**config.mk**
```make
export PLATFORM = sky130hd
export DESIGN_NAME = ddq_cell
export DESIGN_NICKNAME = d
export VERILOG_FILES = /design/src/rtl/ddq_pkg.sv /design/src/rtl/ddq_cell.sv
export SDC_FILE = /design/constraint.sdc
export NUM_CORES = 1
export LEC_CHECK = 0
export ABC_AREA = 1
export BUFFER_PORTS_ARGS = -buffer_cell sky130_fd_sc_hd__buf_4
export CAP_MARGIN = 20
export CORE_MARGIN = 2
export CORE_UTILIZATION = 35
export DETAILED_ROUTE_END_ITERATION = 10
export PLACE_DENSITY = 0.83
export REMOVE_ABC_BUFFERS = 1
export SLEW_MARGIN = 30
export SYNTH_ARGS = -nofsm -noshare
export SYNTH_HDL_FRONTEND = slang
export SYNTH_SLANG_ARGS = --single-unit
```
**constraint.sdc**
```tcl
create_clock -name clk -period 3.9 [get_ports clk]
set_input_delay 1.17 -clock clk [delete_from_list [all_inputs] [get_ports clk]]
set_output_delay 1.17 -clock clk [all_outputs]
set_load 0.01 [all_outputs]
```
**src/rtl/ddq_pkg.sv**
```systemverilog
package ddq_pkg;

  localparam int WORD_W = 32;

  // word reported for an empty end or a failed pop
  localparam logic [WORD_W-1:0] EMPTY_WORD = '1;

  typedef enum logic [2:0] {
    CMD_PUSH_FRONT = 3'd0,
    CMD_PUSH_BACK  = 3'd1,
    CMD_POP_FRONT  = 3'd2,
    CMD_POP_BACK   = 3'd3,
    CMD_QUERY      = 3'd4
  } cmd_t;

  // operation strobes broadcast to every cell
  typedef struct packed {
    logic add_head;
    logic add_tail;
    logic take_head;
    logic take_tail;
  } cell_ctl_t;

endpackage

```
**src/rtl/ddq_cell.sv**
```systemverilog
module ddq_cell (
  input  logic                         clk,
  input  logic                         rst_n,
  input  ddq_pkg::cell_ctl_t           ctl,
  input  logic [ddq_pkg::WORD_W-1:0]   push_word,
  input  logic [ddq_pkg::WORD_W-1:0]   left_word,
  input  logic                         left_vld,
  input  logic [ddq_pkg::WORD_W-1:0]   right_word,
  input  logic                         right_vld,
  output logic [ddq_pkg::WORD_W-1:0]   word,
  output logic                         vld,
  output logic [ddq_pkg::WORD_W-1:0]   tail_word
);

  logic [ddq_pkg::WORD_W-1:0] word_r, word_nxt;
  logic                       vld_r, vld_nxt;

  // shift toward the back, fill the first free slot, shift toward the front, or drop the tail
  always_comb begin
    word_nxt = word_r;
    vld_nxt  = vld_r;
    if (ctl.add_head) begin
      word_nxt = left_word;
      vld_nxt  = left_vld;
    end else if (ctl.add_tail) begin
      if (!vld_r && left_vld) begin
        word_nxt = push_word;
        vld_nxt  = 1'b1;
      end
    end else if (ctl.take_head) begin
      word_nxt = right_word;
      vld_nxt  = right_vld;
    end else if (ctl.take_tail) begin
      if (vld_r && !right_vld) begin
        vld_nxt = 1'b0;
      end
    end
  end

  always_ff @(posedge clk) begin
    if (!rst_n) begin
      vld_r <= 1'b0;
    end else begin
      vld_r <= vld_nxt;
    end
  end

  always_ff @(posedge clk) begin
    word_r <= word_nxt;
  end

  assign word      = word_r;
  assign vld       = vld_r;
  // only the last occupied cell shows its word to the tail tree
  assign tail_word = (vld_r && !right_vld) ? word_r : '0;

endmodule

```
=== Word-level counts from Yosys, hierarchy flattened ===
Cells that the tools add are included.

* Output and inout bits: 65
* Register bits: 33
* Word-level logic and storage cells: 23
* Input bits: 104

* Multiplexer cells: 11
* Reductions and logical operators: 9
* Equality and inequality tests: 1

{| class="wikitable"
|+ Operators with widths
! kind !! count
|-
| 32-bit 2-to-1 mux || 5
|-
| 4-bit nonzero test || 2
|-
| 1-bit 2-to-1 mux || 6
|-
| 3-bit by 1-bit inequality test with 1-bit output, second input constant || 1
|-
| 3-bit AND reduction || 1
|-
| 3-bit nonzero test || 1
|-
| 1-bit logical AND || 2
|-
| 1-bit zero test || 2
|-
| 2-bit AND reduction || 1
|}

=== Depth between registers and ports, before layout ===
Gate-level depths: netlist (run 1).

* Depth after elaboration: 7
* Gate-level depth with buffers: 7
* Mapped depth without buffers: 7

=== Worst setup path after synthesis (run 1) ===
No wires, ideal clock.

* Path type: input port to output port
* Start point: input right_vld
* End point: output tail_word[0] in the netlist's numbering
* Data required time: 2730 ps
* Arrival time: 1706 ps
* Cell stages on the path: 4
* Path buffers: 1
* Path slack: 1024 ps
* Cells stage by stage: inv_1 -> nand2_1 -> clkbuf_1 -> nor2_1

* Word-level cells in the longest chain between the ends: 3

{| class="wikitable"
|+ Ends and longest elaborated chain
! element !! RTL line !! text
|-
| start: declaration || ddq_cell.sv:9 || <nowiki>input logic right_vld,</nowiki>
|-
| 1-bit zero test || ddq_cell.sv:55 || <nowiki>assign tail_word = (vld_r && !right_vld) ? word_r : '0;</nowiki>
|-
| 1-bit logical AND || ddq_cell.sv:55 ||
|-
| 32-bit 2-to-1 mux || ddq_cell.sv:55 ||
|-
| end: declaration || ddq_cell.sv:12 || <nowiki>output logic [ddq_pkg::WORD_W-1:0] tail_word</nowiki>
|}

No other way between the ends.

=== Final worst setup path (run 1) ===
* Start point: input right_vld
* End point: output tail_word[25] in the netlist's numbering

The elaborated chain is that of the path after synthesis.

==> results_dict.tcl, run 1 <==
set metrics [dict create \
    cp.required_ns 2.73 \
    grt_pass1_wl_mm 10.0 \
    synth_top_area_share_pct 50.4 \
    hp-class "reg -> reg" \
    clk_path_buf_depth 2 \
    diodes 0 \
    reg2reg_depth 6 \
    post-route-period-util_pct 85.1 \
    grt_antenna_before_repair 0 \
    final_util_pct 63.8 \
    ys_seq_area_share_pct 51.4 \
    drt-total-wl_mm 6.22 \
    synth-seq-cells 33 \
    dpl.hpwl_mm 4.69 \
    p_leak_uw 0.00178 \
    die_w_um 77.8 \
    finalHoldViolations 0 \
    viasPerCell 4.51 \
    endpoint_kind "output port" \
    rsz0062_at_grt "no" \
    synth_cells 261 \
    grt_max_degree 37 \
    cts.clk_slew.worst_paths_ns 0.06 \
    met1_usage_pct 20.9 \
    r2r_start "vld$_SDFFE_PN0P_" \
    critPathKind "in -> out" \
    cts_hold_buf 0 \
    vias 2233 \
    cp-start-kind "primary input" \
    grt_pass1_vias 2234 \
    layout.nets 529 \
    status "finished clean" \
    cts_setup_buffers 0 \
    synth_area_mm2 0.00191 \
    vdd_drop_max_mv 0.165 \
    ys_top_cells_by_area "edfxtp_1, nand2_1, nand3_1" \
    grt-busiest-layer "met2" \
    hold_end "vld$_SDFFE_PN0P_" \
    die_h_um 77.8 \
    wl_per_cell_um 12.6 \
    drtIter0Drc 49 \
    cts_tree "yes" \
    io_buffers 168 \
    min_period_ns 3.32 \
    clkSinkCount 33 \
    path_max_fanout 21 \
    synth_top_area_cell "edfxtp_1" \
    worstMarginPinSlew_ns 0.776 \
    cts_root_buf "clkbuf_8" \
    synthDistinctLibCells 13 \
    fp.dieArea_mm2 0.00605 \
    r2r-end "word[31]$_DFFE_PP_" \
    drc 0 \
    insertion_delay_ns 0.28 \
    finalClockSkew_ns 0.00525 \
    use_met3_pct 6.40 \
    pin_count 169 \
    overflow 0 \
    rows 26 \
    worst_ep_arrival_time_ns 2.15 \
    first_pass_iters 4 \
    max_freq_ghz 0.301 \
    synth_area_per_cell_um2 7.31 \
    drv_cap 0 \
    hold-worst-slack_ns 0.622 \
    syn2layout_area_growth_pct 73.1 \
    r2r_slack_ns 2.26 \
    floorplan.initialDensity_pct 36.9 \
    gp_congestion 0.752 \
    final.setup.tns_ns 0 \
    met2_usage_pct 39.9 \
    relSlewSlack_pct 48.2 \
    numCtsBuffers 5 \
    drive_gt1_share_pct 41.9 \
    setup_violations 0 \
    hp-start "vld$_SDFFE_PN0P_" \
    min_path_cells 4 \
    track_usage_pct 21.0 \
    cts-htree-levels 2 \
    ant_nets 0 \
    slew_viol_final 0 \
    cts_resized 0 \
    core_mm2 0.00517 \
    synth_warnings 0 \
    powerDensity_mw_per_mm2 299 \
]
[Yosys cell counts]
cell type and count:
nor2_1 35, a21oi_1 1, nand3_1 33, o21ai_0 1, edfxtp_1 32, o21ai_1 1
nand2_1 104, inv_1 37, dfxtp_1 1, inv_2 1, nor2_4 2, buf_2 8
clkbuf_1 5
[placed cells by master (no fill, tap or decap), types with 2 or more instances in the layout]
master      n
buf_4     169
nand2_1   104
inv_1      37
nor2_1     35
nand3_1    33
edfxtp_1   32
clkbuf_8    5
nor2_4      2
[kinds of logic (layout without fill, tap and decap cells)]
logic type	after synthesis	count (layout)	synth area share, %
buffers and inverters	51	215	10.6
AND/OR/NAND/NOR	174	174	37.2
AO/OA/AOI/OAI	3	3	0.787
flip-flops	33	33	51.4
[worst max-delay path by stage]
stage                     cells after the start       from  slack, ns             to
final                                         6  right_vld       0.58  tail_word[25]
after global routing                          6  right_vld       0.45  tail_word[30]
after CTS                                     6  right_vld       0.58  tail_word[25]
after detailed placement                      6  right_vld       0.58  tail_word[25]
after global placement                        6  right_vld       0.60   tail_word[8]
after floorplan                               3  right_vld       0.80   tail_word[0]
[cell type report]
class / instances / area, um^2
inverter: 38 / 143
multi-input combinational: 177 / 724
clock buffer: 6 / 72.6
tap: 70 / 87.6
fill: 453 / 1870
sequential: 33 / 981
timing repair buffer: 170 / 1290
clock inverter: 1 / 3.75
[power by group]
group	switching [uW]	internal (uW)	total [uW]
clock	119	120	239
sequential	21.8	439	461
combinational	131	157	287
[registers in the layout, indices dropped and copies added, names as in the netlist]
register	count
vld	1
word	32
[critical path, cell delays in order]
cell     delay, ns
buf_4         0.08
inv_1         0.03
nand2_1       0.31
buf_4         0.33
nor2_1        0.07
buf_4         0.15
[metrics by stage]
step | total power, uW | worst slack (ns) | cell area [um^2] | std cells
6_report | 988 | 0.580 | 3300 | 495
2_1_floorplan | 566 | 0.798 | 1850 | 248
3_3_place_gp | 748 | 0.598 | 3220 | 488
5_1_grt | 1040 | 0.450 | 3300 | 495
4_1_cts | 994 | 0.578 | 3300 | 495
3_5_place_dp | 757 | 0.581 | 3220 | 488
[routing by layer]
metal | vias up | wire, um
met4 | 0 | 116
met5 | - | 0
met2 | 98 | 3360
li1 | 1127 | -
met3 | 10 | 458
met1 | 998 | 2280
Power figures use the tool's default switching activity.
==> inputs of run 2 (changes only) <==
Clock period 3.9 ns to 3.2 ns, I/O delays scaled along.
==> results_dict.tcl, run 2 (synthesis gave the netlist of run 1 again) <==
set metrics [dict create \
    status "finished clean" \
    first_pass_iters 5 \
    min_path_cells 4 \
    wl_per_cell_um 12.1 \
    crit_top_cell "buf_4" \
    cp.required_ns 2.24 \
    final_common_cell "buf_4" \
    post-route-period-util_pct 81.4 \
    floorplan.initialDensity_pct 36.9 \
    vias 2226 \
    fp.dieArea_mm2 0.00605 \
    drt-total-wl_mm 5.99 \
    layout.nets 530 \
    worst_ep_arrival_time_ns 1.64 \
    cts_root_buf "clkbuf_8" \
    clk_path_buf_depth 2 \
    die_h_um 77.8 \
    gp_congestion 0.762 \
    rsz0062_at_grt "no" \
    track_usage_pct 19.6 \
    r2r_start "vld$_SDFFE_PN0P_" \
    numCtsBuffers 5 \
    worstMarginPinSlew_ns 0.741 \
    crit_path_cell_trace "buf_4 > inv_1 > nand2_1 > buf_4 > nor2_1 > buf_4" \
    cp_slowest_cell "buf_4" \
    power_uw 1190 \
    drive_gt1_share_pct 42.0 \
    core_mm2 0.00517 \
    min_period_ns 2.60 \
    reg2reg_depth 6 \
    grt_antenna_before_repair 0 \
    cp_num_cells 6 \
    vdd_drop_max_mv 0.181 \
    overflow 0 \
    drc 0 \
    finalHoldViolations 0 \
    drtIter0Drc 106 \
    cts-htree-levels 2 \
    pin_count 169 \
    dpl.hpwl_mm 4.58 \
    path_max_fanout 21 \
    drv_cap 0 \
    insertion_delay_ns 0.27 \
    slew_viol_final 0 \
    diodes 0 \
    clkSinkCount 33 \
    relSlewSlack_pct 50.5 \
    max_freq_ghz 0.384 \
    setup_violations 0 \
    final_cell_mix "buf_4, nand2_1, inv_1" \
    crit_start "right_vld" \
    endpoint_kind "output port" \
    ant_nets 0 \
    grt_max_degree 37 \
    cts_setup_buffers 0 \
    p_leak_uw 0.00178 \
    critPathKind "in -> out" \
    viasPerCell 4.49 \
    io_buffers 168 \
    finalClockSkew_ns 0.00139 \
    rows 26 \
    die_w_um 77.8 \
    largest_reg_flops 32 \
    powerDensity_mw_per_mm2 360 \
    syn2layout_area_growth_pct 72.8 \
    cts_tree "yes" \
    critical-path-max-stage-delay_ns 0.21 \
    cts_resized 0 \
    grt_pass1_wl_mm 9.36 \
    grt_pass1_vias 2151 \
    hp-class "reg -> reg" \
    cts.clk_slew.worst_paths_ns 0.06 \
    cts_hold_buf 0 \
    final.setup.tns_ns 0 \
    cp_top_family "buffers and inverters" \
    hp-start "vld$_SDFFE_PN0P_" \
    cp-start-kind "primary input" \
    critPathBufInv 4 \
]
[run 2: cell type report]
| class | count | area (um^2) |
|---|---|---|
| Clock buffer | 6 | 72.6 |
| Clock inverter | 1 | 3.75 |
| Fill cell | 442 | 1880 |
| Inverter | 38 | 143 |
| Multi-Input combinational cell | 177 | 724 |
| Sequential cell | 33 | 981 |
| Tap cell | 70 | 87.6 |
| Timing Repair Buffer | 171 | 1280 |
[run 2: path summary, 6_finish.rpt]
kind | end | slack, ns
setup reg to reg | word[1]$_DFFE_PP_ | 1.81
hold reg to reg | vld$_SDFFE_PN0P_ | 0.61
setup / recovery | tail_word[8] | 0.60
hold / removal | vld$_SDFFE_PN0P_ | 0.61
[run 2: report_power, final]
group | leakage [uW] | switching [uW] | internal (uW)
registers | 0.000341 | 25.5 | 536
clock network | 0.0000387 | 131 | 146
logic | 0.00140 | 158 | 189
total | 0.00178 | 314 | 871
[run 2: layer usage]
layer,up-vias,global-route usage [%],share of wire [%]
met4,0,8.39,2.5
met2,108,36.1,53
li1,1131,-,-
met1,973,20.2,37
met3,14,6.28,7.6
met5,-,0,0
[run 2: worst register-to-register path: stages (launching register included)]
cell	delay, ns
dfxtp_1	0.33
inv_1	0.08
nand2_1	0.05
nand2_1	0.09
nand2_1	0.08
inv_1	0.05
buf_4	0.36
[run 2: metrics by stage]
step           hold WS [ns]  instances  setup slack [ns]  area, um^2  util [%]
2_1_floorplan         0.594        248             0.518        1850         -
3_3_place_gp          0.575        489             0.482        3220      62.2
3_5_place_dp          0.593        489             0.439        3220      62.2
4_1_cts               0.605        496             0.611        3300      63.7
5_1_grt               0.654        496             0.535        3300      63.7
6_report              0.612        496             0.595        3300      63.7
